### src/hw/rtl/spfq_pkg.sv
// Shared types and constants for the strict-priority four-queue scheduler.
package spfq_pkg;

  localparam int unsigned NUM_CLASSES = 4;
  localparam int unsigned CLASS_W     = 2;
  localparam int unsigned TID_W       = 8;
  localparam int unsigned TOTAL_W     = 7;

  typedef enum logic {
    OP_ENQUEUE = 1'b0,
    OP_SELECT  = 1'b1
  } op_e;

  typedef enum logic [1:0] {
    ST_ENQUEUED = 2'd0,
    ST_SELECTED = 2'd1,
    ST_EMPTY    = 2'd2,
    ST_FULL     = 2'd3
  } status_e;

  typedef struct packed {
    op_e                op;
    logic [TID_W-1:0]   thread_id;
    logic [CLASS_W-1:0] priority_class;
  } req_t;

  typedef struct packed {
    status_e            status;
    logic [TID_W-1:0]   selected_id;
    logic [CLASS_W-1:0] selected_class;
    logic [TOTAL_W-1:0] total_queued;
  } rsp_t;

endpackage

### src/hw/rtl/strict_priority_four_queue_scheduler.sv
// Each result strobes in the cycle after its request is accepted.
// Throughput: one request per cycle; busy stays low, since the single-port
//   identifier memory sees at most one access per request and read data is ready next cycle.
// Reset: rst_ni clears pointers, counts and the result strobe; the identifier
//   memory is not cleared, as no entry is read before it is written.
// The receiver cannot stall: each result is on rsp_o for the one cycle of valid_o.
module strict_priority_four_queue_scheduler #(
  parameter int unsigned QUEUE_DEPTH = 16,
  parameter int unsigned ID_BITS     = 8
) (
  input  logic           clk_i,
  input  logic           rst_ni,
  input  logic           start,
  output logic           busy,
  input  spfq_pkg::req_t req_i,
  output logic           valid_o,
  output spfq_pkg::rsp_t rsp_o
);

  localparam int unsigned PTR_W  = $clog2(QUEUE_DEPTH);
  localparam int unsigned ADDR_W = PTR_W + spfq_pkg::CLASS_W;

  logic               accept;
  logic               mem_we;
  logic               mem_re;
  logic [ADDR_W-1:0]  mem_addr;
  logic [ID_BITS-1:0] mem_wdata;
  logic [ID_BITS-1:0] mem_rdata;

  // Every request needs at most one memory access, so never hold requests off.
  assign busy   = 1'b0;
  assign accept = start && !busy;

  // Pointers, counts and the priority pick; issue at most one memory access per request.
  spfq_ctrl #(
    .QUEUE_DEPTH (QUEUE_DEPTH),
    .ID_BITS     (ID_BITS),
    .PTR_W       (PTR_W),
    .ADDR_W      (ADDR_W)
  ) u_ctrl (
    .clk_i       (clk_i),
    .rst_ni      (rst_ni),
    .accept_i    (accept),
    .req_i       (req_i),
    .mem_we_o    (mem_we),
    .mem_re_o    (mem_re),
    .mem_addr_o  (mem_addr),
    .mem_wdata_o (mem_wdata),
    .mem_rdata_i (mem_rdata),
    .valid_o     (valid_o),
    .rsp_o       (rsp_o)
  );

  // Identifier storage: class selects the region, the queue pointer the slot.
  spfq_store #(
    .ADDR_W (ADDR_W),
    .DATA_W (ID_BITS)
  ) u_store (
    .clk_i   (clk_i),
    .we_i    (mem_we),
    .re_i    (mem_re),
    .addr_i  (mem_addr),
    .wdata_i (mem_wdata),
    .rdata_o (mem_rdata)
  );

endmodule

### src/hw/rtl/spfq_store.sv
// Synchronous single-port memory holding the thread identifiers of all four queues.
module spfq_store #(
  parameter int unsigned ADDR_W = 6,
  parameter int unsigned DATA_W = 8
) (
  input  logic              clk_i,
  input  logic              we_i,
  input  logic              re_i,
  input  logic [ADDR_W-1:0] addr_i,
  input  logic [DATA_W-1:0] wdata_i,
  output logic [DATA_W-1:0] rdata_o
);

  logic [DATA_W-1:0] mem_q [2**ADDR_W];
  logic [DATA_W-1:0] rdata_q;

  always_ff @(posedge clk_i) begin
    if (we_i) begin
      mem_q[addr_i] <= wdata_i;
    end
  end

  // Hold read data until the next read.
  always_ff @(posedge clk_i) begin
    if (re_i) begin
      rdata_q <= mem_q[addr_i];
    end
  end

  assign rdata_o = rdata_q;

endmodule

### src/hw/rtl/spfq_ctrl.sv
// Queue pointers, occupancy counts, priority pick and result formatting.
module spfq_ctrl #(
  parameter int unsigned QUEUE_DEPTH = 16,
  parameter int unsigned ID_BITS     = 8,
  parameter int unsigned PTR_W       = $clog2(QUEUE_DEPTH),
  parameter int unsigned ADDR_W      = PTR_W + spfq_pkg::CLASS_W
) (
  input  logic                clk_i,
  input  logic                rst_ni,
  input  logic                accept_i,
  input  spfq_pkg::req_t      req_i,
  output logic                mem_we_o,
  output logic                mem_re_o,
  output logic [ADDR_W-1:0]   mem_addr_o,
  output logic [ID_BITS-1:0]  mem_wdata_o,
  input  logic [ID_BITS-1:0]  mem_rdata_i,
  output logic                valid_o,
  output spfq_pkg::rsp_t      rsp_o
);

  localparam int unsigned CNT_W = $clog2(QUEUE_DEPTH + 1);
  localparam int unsigned TOT_W = $clog2(spfq_pkg::NUM_CLASSES * QUEUE_DEPTH + 1);

  logic [PTR_W-1:0] head_q [spfq_pkg::NUM_CLASSES];
  logic [PTR_W-1:0] head_d [spfq_pkg::NUM_CLASSES];
  logic [PTR_W-1:0] tail_q [spfq_pkg::NUM_CLASSES];
  logic [PTR_W-1:0] tail_d [spfq_pkg::NUM_CLASSES];
  logic [CNT_W-1:0] cnt_q  [spfq_pkg::NUM_CLASSES];
  logic [CNT_W-1:0] cnt_d  [spfq_pkg::NUM_CLASSES];
  logic [TOT_W-1:0] tot_q, tot_d;
  logic             valid_q, valid_d;
  spfq_pkg::status_e            status_q, status_d;
  logic [spfq_pkg::CLASS_W-1:0] class_q, class_d;

  logic                         found;
  logic [spfq_pkg::CLASS_W-1:0] pick;
  logic [spfq_pkg::CLASS_W-1:0] cls;

  function automatic logic [PTR_W-1:0] next_ptr(input logic [PTR_W-1:0] p);
    next_ptr = (p == PTR_W'(QUEUE_DEPTH - 1)) ? '0 : p + 1'b1;
  endfunction

  assign cls = req_i.priority_class;

  // Highest-priority non-empty class: lowest index wins.
  always_comb begin
    found = 1'b0;
    pick  = '0;
    for (int c = spfq_pkg::NUM_CLASSES - 1; c >= 0; c--) begin
      if (cnt_q[c] != '0) begin
        found = 1'b1;
        pick  = spfq_pkg::CLASS_W'(c);
      end
    end
  end

  always_comb begin
    head_d      = head_q;
    tail_d      = tail_q;
    cnt_d       = cnt_q;
    tot_d       = tot_q;
    valid_d     = accept_i;
    status_d    = status_q;
    class_d     = class_q;
    mem_we_o    = 1'b0;
    mem_re_o    = 1'b0;
    mem_addr_o  = {cls, tail_q[cls]};
    mem_wdata_o = ID_BITS'(req_i.thread_id);
    if (accept_i) begin
      class_d = '0;
      if (req_i.op == spfq_pkg::OP_ENQUEUE) begin
        if (cnt_q[cls] == CNT_W'(QUEUE_DEPTH)) begin
          status_d = spfq_pkg::ST_FULL;
        end else begin
          mem_we_o    = 1'b1;
          tail_d[cls] = next_ptr(tail_q[cls]);
          cnt_d[cls]  = cnt_q[cls] + 1'b1;
          tot_d       = tot_q + 1'b1;
          status_d    = spfq_pkg::ST_ENQUEUED;
        end
      end else begin
        if (!found) begin
          status_d = spfq_pkg::ST_EMPTY;
        end else begin
          mem_re_o     = 1'b1;
          mem_addr_o   = {pick, head_q[pick]};
          head_d[pick] = next_ptr(head_q[pick]);
          cnt_d[pick]  = cnt_q[pick] - 1'b1;
          tot_d        = tot_q - 1'b1;
          status_d     = spfq_pkg::ST_SELECTED;
          class_d      = pick;
        end
      end
    end
  end

  always_ff @(posedge clk_i or negedge rst_ni) begin
    if (!rst_ni) begin
      for (int c = 0; c < spfq_pkg::NUM_CLASSES; c++) begin
        head_q[c] <= '0;
        tail_q[c] <= '0;
        cnt_q[c]  <= '0;
      end
      tot_q   <= '0;
      valid_q <= 1'b0;
    end else begin
      head_q  <= head_d;
      tail_q  <= tail_d;
      cnt_q   <= cnt_d;
      tot_q   <= tot_d;
      valid_q <= valid_d;
    end
  end

  always_ff @(posedge clk_i) begin
    status_q <= status_d;
    class_q  <= class_d;
  end

  // Identifier comes straight from the memory read register.
  always_comb begin
    rsp_o.status         = status_q;
    rsp_o.selected_id    = (status_q == spfq_pkg::ST_SELECTED)
                           ? spfq_pkg::TID_W'(mem_rdata_i) : '0;
    rsp_o.selected_class = class_q;
    rsp_o.total_queued   = spfq_pkg::TOTAL_W'(tot_q);
  end

  assign valid_o = valid_q;

  a_total_matches: assert property (@(posedge clk_i) disable iff (!rst_ni)
    tot_q == TOT_W'(cnt_q[0]) + TOT_W'(cnt_q[1]) + TOT_W'(cnt_q[2]) + TOT_W'(cnt_q[3]))
    else $error("running total disagrees with per-class counts");

  a_one_access: assert property (@(posedge clk_i) disable iff (!rst_ni)
    $onehot0({mem_we_o, mem_re_o}))
    else $error("memory read and write in the same cycle");

  a_result_follows_request: assert property (@(posedge clk_i) disable iff (!rst_ni)
    valid_q |-> $past(accept_i))
    else $error("result without a request one cycle before");

  a_read_on_select: assert property (@(posedge clk_i) disable iff (!rst_ni)
    (valid_q && status_q == spfq_pkg::ST_SELECTED) |-> $past(mem_re_o))
    else $error("selected result without a memory read");

  for (genvar g = 0; g < spfq_pkg::NUM_CLASSES; g++) begin : g_chk
    a_count_bound: assert property (@(posedge clk_i) disable iff (!rst_ni)
      (cnt_q[g] <= CNT_W'(QUEUE_DEPTH)) &&
      ((cnt_q[g] == '0 || cnt_q[g] == CNT_W'(QUEUE_DEPTH)) == (head_q[g] == tail_q[g])))
      else $error("queue count out of step with its pointers");
  end

endmodule
### config.mk
export PLATFORM = sky130hd
export DESIGN_NAME = strict_priority_four_queue_scheduler
export DESIGN_NICKNAME = d
export VERILOG_FILES = /design/src/hw/rtl/spfq_pkg.sv /design/src/hw/rtl/strict_priority_four_queue_scheduler.sv /design/src/hw/rtl/spfq_store.sv /design/src/hw/rtl/spfq_ctrl.sv
export SDC_FILE = /design/constraint.sdc
export NUM_CORES = 1
export LEC_CHECK = 0
export ABC_AREA = 1
export BUFFER_PORTS_ARGS = -buffer_cell sky130_fd_sc_hd__buf_2
export CAP_MARGIN = 20
export CORE_MARGIN = 2
export CORE_UTILIZATION = 40
export CTS_CLUSTER_DIAMETER = 50
export DETAILED_ROUTE_END_ITERATION = 8
export PLACE_DENSITY = 0.54
export SETUP_SLACK_MARGIN = 0.1
export SLEW_MARGIN = 30
export SYNTH_ARGS = -nofsm -noshare
export SYNTH_HDL_FRONTEND = slang
export SYNTH_SLANG_ARGS = --single-unit
### constraint.sdc
create_clock -name clk_i -period 3.6 [get_ports clk_i]
set_input_delay 0.72 -clock clk_i [delete_from_list [all_inputs] [get_ports clk_i]]
set_output_delay 0.72 -clock clk_i [all_outputs]
set_load 0.005 [all_outputs]
==> results of run 1 <==
[power groups by stage]
| stage | registers [mW] | clock network, mW | logic, mW |
|---|---|---|---|
| 6_report | 7.95 | 7.55 | 5.71 |
| 5_1_grt | 7.99 | 7.97 | 6.27 |
| 4_1_cts | 7.96 | 7.66 | 5.58 |
| 3_5_place_dp | 8.09 | 0 | 5.56 |
| 3_3_place_gp | 8.09 | 0 | 5.55 |
| 2_1_floorplan | 8.03 | 0 | 3.58 |
[cell usage in the layout, fill, tap and decap left out, drive strengths merged]
cell      instances
edfxtp          524
o22ai            17
conb              1
xor2              6
nor3              1
xnor2             7
nand2           795
nor2            151
ha               10
inv             585
a21oi            21
o21a              3
a211oi            1
o21ai           117
nand4            13
dfrtp            60
a2bb2oi           2
clkinv           27
fa                1
nand3           287
or2               2
bufinv            5
a221oi            4
clkinvlp         10
buf             188
nand3b           33
a31oi             1
a22oi             6
clkbuf           92
[registers in the layout, summed over array words and instances (netlist names)]
| name | flops |
|---|---|
| u_ctrl.valid_o | 1 |
| u_ctrl.status_q | 2 |
| u_store.rdata_o | 8 |
| u_ctrl.cnt_q | 20 |
| u_ctrl.tail_q | 16 |
| u_ctrl.class_q | 2 |
| u_ctrl.tot_q | 7 |
| u_store.mem_q | 512 |
| u_ctrl.head_q | 16 |
[logic make-up (layout without fill, tap and decap cells)]
group / count (synthesis) / count (layout) / synth area share [%]
other cells: 1 / 1 / 0.0140
fa+ha+maj: 11 / 11 / 0.542
compound gates: 172 / 172 / 3.54
xor+xnor: 13 / 13 / 0.425
simple gates: 1280 / 1282 / 20.5
flops: 584 / 584 / 64.4
buf+inv: 668 / 907 / 10.6
[through the flow]
stage               instance area, sq um  setup slack (ns)  instances
floorplan                          26800             0.541       2729
global placement                   28800            0.0695       3681
detailed placement                 28800            0.0189       3681
CTS                                31300             0.165       3824
global route                       31400            0.0875       3834
finish                             31400             0.287       3834
[repair_timing]
item,4_1_cts,5_1_grt
pin swaps,0,3
buffers inserted,0,8
setup endpoints to repair,8,309
gates cloned,0,2
resized for setup,1,8
[final timing paths]
check / start / endpoint / slack (ns) / depth (start not counted)
worst min register to register: u_ctrl.tot_q[6] / u_ctrl.tot_q[6] / 0.48 / 1
worst max-delay path: u_ctrl.cnt_q[14] / u_store.mem_q[54][4] / 0.29 / 15
worst max register to register: u_ctrl.cnt_q[14] / u_store.mem_q[54][4] / 0.29 / 15
min in group clk_i: start / u_ctrl.valid_o / 0.32 / 1
worst min-delay path: rst_ni / u_ctrl.cnt_q[6] / 0.21 / 1
max in group asynchronous: rst_ni / u_ctrl.tot_q[2] / 2.50 / 2
[critical path, cell delays in order (launching register included)]
cell and delay [ns]:
dfrtp_1 0.38, inv_1 0.14, nand3_1 0.19, nor2_4 0.20
nand2_1 0.08, nand2_2 0.11, nor2_4 0.07, inv_2 0.19
nor2_1 0.07, a21oi_1 0.15, buf_4 0.15, nand2_1 0.09
nor2_2 0.49, nand2_2 0.31, nor2_1 0.19, buf_4 0.19
[layer usage]
metal,share of wire [%],wire length [um],GRT usage [%],vias to the layer above
li1,-,-,-,9086
met3,5.7,4250,3.85,144
met5,0,0,0,-
met4,3.1,2320,7.28,0
met2,46,34200,34.2,564
met1,45,33300,29.5,9052
[final cells by class]
| class | count | area, sq um | area share, % |
|---|---|---|---|
| tap | 864 | 1080 | 3.44 |
| multi-input combinational | 1479 | 6770 | 21.6 |
| inverter | 576 | 2160 | 6.88 |
| timing repair buffer | 188 | 1640 | 5.21 |
| clock inverter | 51 | 477 | 1.52 |
| clock buffer | 92 | 2050 | 6.52 |
| sequential | 584 | 17200 | 54.9 |
[Yosys cell counts, types with 2 or more instances]
cell type    n  share of area, %
buf_6       25               1.1
o21a_1       3             0.084
a21oi_1     21              0.39
a2bb2oi_1    2             0.065
nor2_1     133               1.9
inv_1      563               7.9
nand4_1     12              0.28
or2_2        2             0.047
clkbuf_1     3             0.042
nand3_1    283               5.3
o22ai_1     17              0.40
o21ai_0     55               1.0
inv_2       11              0.15
xor2_1       6              0.20
a22oi_1      6              0.17
buf_2       40              0.75
nand3_2      4              0.15
nand3b_1    33              0.93
nor2_2      13              0.30
buf_4       23              0.64
nand2_1    782                11
dfrtp_1     60               5.6
clkinv_1     2             0.028
ha_1        10              0.47
o21ai_1     61               1.1
xnor2_1      7              0.23
nand2_4      4              0.17
nor2_4       4              0.17
a221oi_1     2             0.065
a221oi_2     2              0.11
nand2_2      7              0.16
edfxtp_1   524                59
==> impl_metrics.env, run 1 <==
export IMPL_portBuffers=33
export IMPL_viasPerCell=4.92
export IMPL_nets=2931
export IMPL_ys_seq_elements=584
export IMPL_die_h_um=263
export IMPL_tightest_slew_ns=0.854
export IMPL_start_util_pct=40.6
export IMPL_dr_pass1_iters=5
export IMPL_grt_max_degree=65
export IMPL_synth_edf_count=524
export IMPL_ios=35
export IMPL_area_growth_syn_to_layout_pct=17.3
export IMPL_vias=18800
export IMPL_cp_arrival_ns=3.64
export IMPL_fin_util_pct=47.6
export IMPL_grt_pass1_wl_um=112000
export IMPL_min_period_ns=3.31
export IMPL_fin_crit_sh_pct=92.0
export IMPL_placementRows=94
export IMPL_finalClockSkew_ns=0.0249
export IMPL_grt_pass1_vias=18600
export IMPL_grt_usage_pct=21.4
export IMPL_p_seq_share_pct=37.5
export IMPL_setup_tns_ns=0
export IMPL_p_comb_share_pct=26.9
export IMPL_root_buffer="clkbuf_16"
export IMPL_p_sw_share_pct=34.1
export IMPL_status="finished clean"
export IMPL_whs_ns=0.207
export IMPL_fp_dieW_um=263
export IMPL_drive_above_1_share_pct=12.4
export IMPL_p_clk_share_pct=35.6
export IMPL_power_density_nw_per_um2=675
export IMPL_maxCapViolCount=0
export IMPL_final_hold_viol_count=0
export IMPL_clock_sinks=584
export IMPL_worstPathMaxFanout=12
export IMPL_internal_power_mw=14.0
export IMPL_postRouteAntennaNets=0
export IMPL_cts_htree_levels=3
export IMPL_async_flop_share_pct=10.3
export IMPL_yosys_warnings=0
export IMPL_min_path_type="primary input to async pin"
export IMPL_grt_overflow=0
export IMPL_ys_flop_type="edfxtp_1"
export IMPL_clk_pin_slew_ns=0.05
export IMPL_critical_path_class="register to register"
export IMPL_drc=0
export IMPL_cts_buffers=77
export IMPL_ctsLongestPathBuffers=3
export IMPL_max_freq_ghz=0.302
export IMPL_total_power_mw=21.2
export IMPL_rsz0062_at_grt="true"
export IMPL_synth_cells=2729
export IMPL_avgSynthCellArea_sq_um=9.81
export IMPL_antenna_found_initial=1
export IMPL_wire_per_inst_um=19.3
export IMPL_synth_cell_types=41
export IMPL_syn_area_sq_um=26800
export IMPL_setup_worst_path_start_class="register"
export IMPL_p_sw_mw=7.23
export IMPL_coreArea_sq_um=66000
export IMPL_cts_hold_buf=0
export IMPL_p_leak_nw=13.9
export IMPL_wl_um=74100
export IMPL_cts_tree="yes"
export IMPL_end_kind="register"
export IMPL_slew_headroom_pct=43.1
export IMPL_ys_seq_area_share_pct=64.4
export IMPL_final_setup_viol_count=0
export IMPL_fill_cells=6130
export IMPL_drtIter0Drc=1745
export IMPL_insertion_delay_ns=0.62
export IMPL_hpwl_um=47700
export IMPL_diodes=0
export IMPL_max_vdd_ir_drop_v=0.000387
export IMPL_synth_fp_nets=2754
export IMPL_cp_required_ns=3.92
export IMPL_maxSlewViolCount=0
export IMPL_place_congestion=0.901
export IMPL_die_area_sq_um=69000
Note: power is estimated with default switching activity, not from simulation.
==> run 2, diff against run 1 <==
ABC_AREA = 0   (was 1)
==> run 2 against run 1 <==
Effect of this change:
- the flow now finishes with violations (negative setup slack)
- clock-buffer cell count shrank 12
- core utilization grew 5.9 points
- worst hold slack got worse by 0.031 ns
- sequential share of layout area fell by 1.5 points
- sequential power is 1% higher
- combinational power increased by 70%
- die area decreased by 8.5%
- synthesized cell count fell by 44%
- first-iteration DRC count shrank 35%
- clock skew grew 0.0050 ns
- clock power down 3%
==> impl_metrics.env, run 2 <==
export IMPL_setup_tns_ns=-2.42
export IMPL_wl_um=70700
export IMPL_clock_sinks=584
export IMPL_hpwl_um=46500
export IMPL_p_comb_share_pct=38.6
export IMPL_final_hold_viol_count=0
export IMPL_reg_top3="u_store.mem_q (512), u_ctrl.cnt_q (20)"
export IMPL_syn_area_sq_um=24500
export IMPL_ys_seq_elements=584
export IMPL_power_density_nw_per_um2=778
export IMPL_wire_per_inst_um=26.0
export IMPL_p_sw_mw=8.28
export IMPL_min_period_ns=4.00
export IMPL_top_register="u_store.mem_q"
export IMPL_synth_top_area_cell="edfxtp_1"
export IMPL_synth_edf_count=524
export IMPL_coreArea_sq_um=60400
export IMPL_cp_required_ns=3.95
export IMPL_p_seq_share_pct=32.1
export IMPL_async_flop_share_pct=10.3
export IMPL_cp_arrival_ns=4.35
export IMPL_dpl_cell_area_sq_um=28600
export IMPL_rsz0062_at_grt="true"
export IMPL_largest_reg_flops=512
export IMPL_critical_path_class="register to register"
export IMPL_max_freq_ghz=0.250
export IMPL_start_util_pct=40.5
export IMPL_fin_util_pct=53.5
export IMPL_worstPathMaxFanout=7
export IMPL_ctsLongestPathBuffers=3
export IMPL_synth_area_leaders="edfxtp_1 64%, dfrtp_1 6.1%, mux4_2 5.6%"
export IMPL_portBuffers=33
export IMPL_grt_overflow=0
export IMPL_grt_max_degree=65
export IMPL_final_cell_area_sq_um=32300
export IMPL_maxSlewViolCount=0
export IMPL_ys_flop_type="edfxtp_1"
export IMPL_setup_worst_path_start_class="register"
export IMPL_tightest_slew_ns=0.992
export IMPL_cts_tree="yes"
export IMPL_cts_buffers=71
export IMPL_synthMostInstantiatedCell="edfxtp_1"
export IMPL_synth_cell_types=64
export IMPL_stdcell_count=2719
export IMPL_avgSynthCellArea_sq_um=16.1
export IMPL_finalClockSkew_ns=0.0299
export IMPL_violations="negative setup slack"
export IMPL_area_growth_syn_to_layout_pct=32.0
export IMPL_clk_pin_slew_ns=0.06
export IMPL_insertion_delay_ns=0.61
export IMPL_status="complete, but fails checks"
export IMPL_total_power_mw=25.1
export IMPL_grt_pass1_vias=15300
export IMPL_ys_seq_area_share_pct=70.5
export IMPL_final_common_cell="edfxtp_1"
export IMPL_p_sw_share_pct=32.9
export IMPL_final_setup_viol_count=8
export IMPL_internal_power_mw=16.9
export IMPL_viasPerCell=5.64
export IMPL_synth_cells=1517
export IMPL_setup_ws_ns=-0.403
export IMPL_antenna_found_initial=1
export IMPL_post_place_cells=2524
export IMPL_vias=15300
export IMPL_grt_usage_pct=22.6
export IMPL_ios=35
export IMPL_fin_crit_sh_pct=111
export IMPL_slew_headroom_pct=33.3
export IMPL_yosys_warnings=0
export IMPL_min_path_type="primary input to async pin"
export IMPL_p_leak_nw=11.6
export IMPL_drc=0
export IMPL_crit_path_max_incr_delay_ns=0.56
export IMPL_grt_pass1_wl_um=104000
export IMPL_maxCapViolCount=0
export IMPL_end_kind="register"
export IMPL_root_buffer="clkbuf_16"
export IMPL_die_area_sq_um=63200
export IMPL_dr_pass1_iters=5
export IMPL_cts_hold_buf=0
export IMPL_final_cell_mix="524 x edfxtp_1, 230 x buf_4, 103 x mux2i_1"
export IMPL_critPathSlowestCell="mux4_2"
export IMPL_drtIter0Drc=1138
export IMPL_die_h_um=251
export IMPL_synth_top_area_share_pct=64.3
export IMPL_cts_htree_levels=3
export IMPL_p_clk_share_pct=29.3
export IMPL_postRouteAntennaNets=0
export IMPL_drive_above_1_share_pct=37.8
export IMPL_critical_path_most_common_cell="buf_12"
export IMPL_placementRows=90
export IMPL_path_cells="or3_4 > buf_6 > nor4_4 > a21o_1 > a221oi_4 > a21oi_4 > buf_12 > buf_12 > buf_12 > mux4_2 > a22oi_2 > buf_4 > nand4_1 > or4_1"
export IMPL_max_vdd_ir_drop_v=0.000403
export IMPL_synth_common_cells="524 x edfxtp_1, 105 x mux2i_1, 95 x nor2_1, 91 x a211oi_1, 68 x nand2_1"
export IMPL_fp_dieW_um=251
export IMPL_place_congestion=0.898
export IMPL_synth_fp_nets=1542
export IMPL_nets=1904
[run 2: cell count changes after synthesis, moves of 61 or more]
cell | before | now
mux2i_1 | 0 | 105
a211oi_1 | 1 | 91
inv_1 | 563 | 54
nand3_1 | 283 | 34
nand2_1 | 782 | 68
mux4_2 | 0 | 61
[run 2: area by class of cell]
type | instances | area, sq um
diodes | 2 | 5.00
repair buffers | 370 | 3910
multi-input cells | 797 | 7540
clock buffers | 80 | 1850
fillers | 4901 | 28100
well taps | 782 | 978
flip-flops and latches | 584 | 17200
inverters | 55 | 206
clock inverters | 49 | 571
[run 2: final timing paths]
kind / startpoint / endpoint / slack (ns) / cells after the start
max in group asynchronous: rst_ni / u_ctrl.cnt_q[11] / 2.51 / 2
max reg2reg: u_ctrl.cnt_q[9] / u_store.rdata_o[3] / -0.40 / 14
min reg2reg: u_ctrl.tot_q[6] / u_ctrl.tot_q[6] / 0.50 / 1
min: rst_ni / u_ctrl.cnt_q[17] / 0.18 / 1
min in group clk_i: start / u_ctrl.valid_o / 0.44 / 2
max: u_ctrl.cnt_q[9] / u_store.rdata_o[3] / -0.40 / 14
[run 2: power by group through the flow]
stage | sequential [mW] | clock, mW | combinational (mW)
after global routing | 8.10 | 7.78 | 10.2
after global placement | 8.18 | 0 | 8.59
after detailed placement | 8.19 | 0 | 8.60
after floorplan | 8.16 | 0 | 4.97
final | 8.06 | 7.36 | 9.71
after CTS | 8.06 | 7.50 | 9.56
[run 2: cells by family (layout without fill, tap and decap cells)]
family | after synthesis | after routing | share of synthesized area [%]
compound gates | 297 | 297 | 8.97
buf+inv | 136 | 554 | 2.40
mux | 215 | 215 | 12.2
xor+xnor | 15 | 15 | 0.537
flops | 584 | 584 | 70.5
other cells | 1 | 3 | 0.0153
fa+ha+maj | 11 | 11 | 0.593
simple gates | 258 | 258 | 4.86
[run 2: repair_timing]
item,CTS,global route
resized for setup,81,17
cloned,2,0
pin swaps,32,23
buffers inserted,43,20
endpoints found under the setup margin,381,419
[run 2: routing by layer]
| layer | global-route usage [%] | wire length [um] | share of wire (%) | up-vias |
|---|---|---|---|---|
| met3 | 3.61 | 3660 | 5.2 | 125 |
| li1 | - | - | - | 6802 |
| met4 | 7.64 | 2120 | 3.0 | 0 |
| met2 | 36.1 | 33800 | 48 | 474 |
| met1 | 31.5 | 31100 | 44 | 7944 |
| met5 | 0 | 0 | 0 | - |
[run 2: worst max-delay path, delay by kind of cell, from the launching register on]
family / cells / cell delay [ns]
flip-flops: 1 / 0.38
multiplexers: 1 / 0.56
buffers and inverters: 5 / 0.68
AO/OA/AOI/OAI: 4 / 0.69
AND/OR/NAND/NOR: 4 / 1.39
[run 2: through the flow]
stage          hold WS [ns]  setup slack, ns
3_3_place_gp          0.464           -0.862
4_1_cts               0.177           -0.347
6_report              0.176           -0.403
3_5_place_dp          0.472           -0.898
5_1_grt               0.213           -0.517
2_1_floorplan         0.424           -0.110
==> run 3, diff against run 2 <==
==> constraint.sdc (replaced) <==
create_clock -name clk_i -period 3.6 [get_ports clk_i]
set_input_delay 0.18 -clock clk_i [delete_from_list [all_inputs] [get_ports clk_i]]
set_output_delay 0.18 -clock clk_i [all_outputs]
set_load 0.005 [all_outputs]
==> run 3 against run 2 <==
Effect of this change:
- combinational power grew 0.4%
- sequential share of layout area grew 0.34 points
- global-route usage shrank 0.26 points
- first-iteration DRC count grew 15%
- flip-flop and latch count is the same
- the flow still finishes with violations (negative setup slack)
- design area shrank 0.63%
- critical path type unchanged
- register-to-register slack lost 0.16 ns
- clock-buffer cell count grew 11
==> impl_metrics.env, run 3 (synthesis gave the netlist of run 2 again) <==
export IMPL_final_common_cell="edfxtp_1"
export IMPL_min_period_ns=4.16
export IMPL_viasPerCell=5.63
export IMPL_path_cells="or4_4 > nor4_4 > a21o_1 > a221oi_4 > a21oi_4 > buf_12 > buf_12 > buf_6 > mux4_2 > a22oi_2 > nand4_1 > or4_1"
export IMPL_rr_startpoint="u_ctrl.cnt_q[1]"
export IMPL_maxCapViolCount=0
export IMPL_cp_depth=12
export IMPL_ctsLongestPathBuffers=3
export IMPL_p_leak_nw=11.4
export IMPL_cp_arrival_ns=4.50
export IMPL_worstSetupStartpoint="u_ctrl.cnt_q[1]"
export IMPL_grt_pass1_wl_um=103000
export IMPL_clock_sinks=584
export IMPL_vias=15200
export IMPL_wire_per_inst_um=26.0
export IMPL_status="complete, but fails checks"
export IMPL_clk_pin_slew_ns=0.06
export IMPL_place_ws_ns=-0.751
export IMPL_die_h_um=251
export IMPL_dr_pass1_iters=7
export IMPL_area_growth_syn_to_layout_pct=31.2
export IMPL_violations="negative setup slack"
export IMPL_top_register="u_store.mem_q"
export IMPL_fin_crit_sh_pct=116
export IMPL_drive_above_1_share_pct=37.0
export IMPL_final_cell_mix="524 x edfxtp_1, 204 x buf_4, 97 x mux2i_1"
export IMPL_place_congestion=0.890
export IMPL_grt_max_degree=65
export IMPL_worstHoldStart="req_i[4]"
export IMPL_critical_path_class="register to register"
export IMPL_cts_htree_levels=3
export IMPL_fill_cells=4869
export IMPL_placementRows=90
export IMPL_min_path_cells=1
export IMPL_fp_dieW_um=251
export IMPL_grt_pass1_vias=15400
export IMPL_insertion_delay_ns=0.61
export IMPL_min_path_type="primary input to register"
export IMPL_tightest_slew_ns=0.983
export IMPL_antenna_found_initial=0
export IMPL_setup_ws_ns=-0.561
export IMPL_coreArea_sq_um=60400
export IMPL_crit_family="simple AND/OR/NAND/NOR gates"
export IMPL_maxSlewViolCount=0
export IMPL_ios=35
export IMPL_whs_ns=0.105
export IMPL_final_setup_viol_count=26
export IMPL_wl_um=70000
export IMPL_nets=1880
export IMPL_reg2regPathDepth=12
export IMPL_critPathSlowestCell="or4_1"
export IMPL_final_hold_viol_count=0
export IMPL_crit_path_max_incr_delay_ns=0.59
export IMPL_cp_num_buf_inv=3
export IMPL_critical_path_most_common_cell="buf_12"
export IMPL_slew_headroom_pct=33.9
export IMPL_drtIter0Drc=1311
export IMPL_seq_area_sq_um=17200
export IMPL_power_density_nw_per_um2=764
export IMPL_cts_buffers=71
export IMPL_portBuffers=33
export IMPL_die_area_sq_um=63200
export IMPL_hpwl_um=46900
export IMPL_max_freq_ghz=0.240
export IMPL_setup_tns_ns=-3.36
export IMPL_setup_worst_path_start_class="register"
export IMPL_rsz0062_at_grt="true"
export IMPL_drc=0
export IMPL_finalClockSkew_ns=0.0171
export IMPL_max_vdd_ir_drop_v=0.000433
export IMPL_grt_usage_pct=22.3
export IMPL_end_kind="register"
export IMPL_reg_top3="u_store.mem_q (512), u_ctrl.cnt_q (20)"
export IMPL_cts_tree="yes"
export IMPL_largest_reg_flops=512
export IMPL_worstPathMaxFanout=7
export IMPL_start_util_pct=40.5
export IMPL_grt_overflow=0
export IMPL_multi_input_area_sq_um=7670
export IMPL_cp_required_ns=3.94
export IMPL_postRouteAntennaNets=0
export IMPL_root_buffer="clkbuf_16"
## run 3: power by group
group / switching [mW] / internal [mW] / total, mW
Clock: 2.80 / 3.92 / 6.71
Sequential: 0.218 / 7.84 / 8.06
Combinational: 5.17 / 4.58 / 9.75
## run 3: final timing paths
check,end,slack (ns)
worst min register to register,u_ctrl.tot_q[6],0.47
max in group asynchronous,u_ctrl.head_q[1],2.53
worst min-delay path,u_store.mem_q[13][2],0.10
worst max-delay path,u_store.rdata_o[4],-0.56
worst max register to register,u_store.rdata_o[4],-0.56
min in group asynchronous,u_ctrl.tail_q[10],0.21
## run 3: area by class of cell
type	instances	area share, %
Clock inverter	39	0.760
Antenna cell	1	0.00780
Multi-Input combinational cell	797	23.9
Timing Repair Buffer	346	11.8
Sequential cell	584	53.7
Inverter	55	0.643
Clock buffer	91	6.16
Tap cell	782	3.05
## run 3: through the flow
step	std cells	instance area [sq um]	total power [mW]	util (%)
global placement	2495	28300	16.5	46.9
finish	2695	32100	24.5	53.2
global route	2694	32100	25.5	53.2
detailed placement	2495	28300	16.6	47.0
CTS	2663	31400	24.0	52.1
floorplan	1517	25000	13.0	-
## run 3: timing repair
action / CTS / global route
endpoints found under the hold margin: 43 / 0
cloned: 2 / 1
pin swaps: 39 / 36
endpoints found under the setup margin: 326 / 491
setup buffers: 34 / 31
hold buffers: 3 / 0
gates resized for setup: 64 / 63
## run 3: routing by layer
metal	global-route usage, %	vias up	part of all wire [%]
li1	-	6761	-
met1	30.9	7826	43
met2	35.7	464	48
met3	4.40	113	5.9
met4	6.68	0	2.7
met5	0	-	0
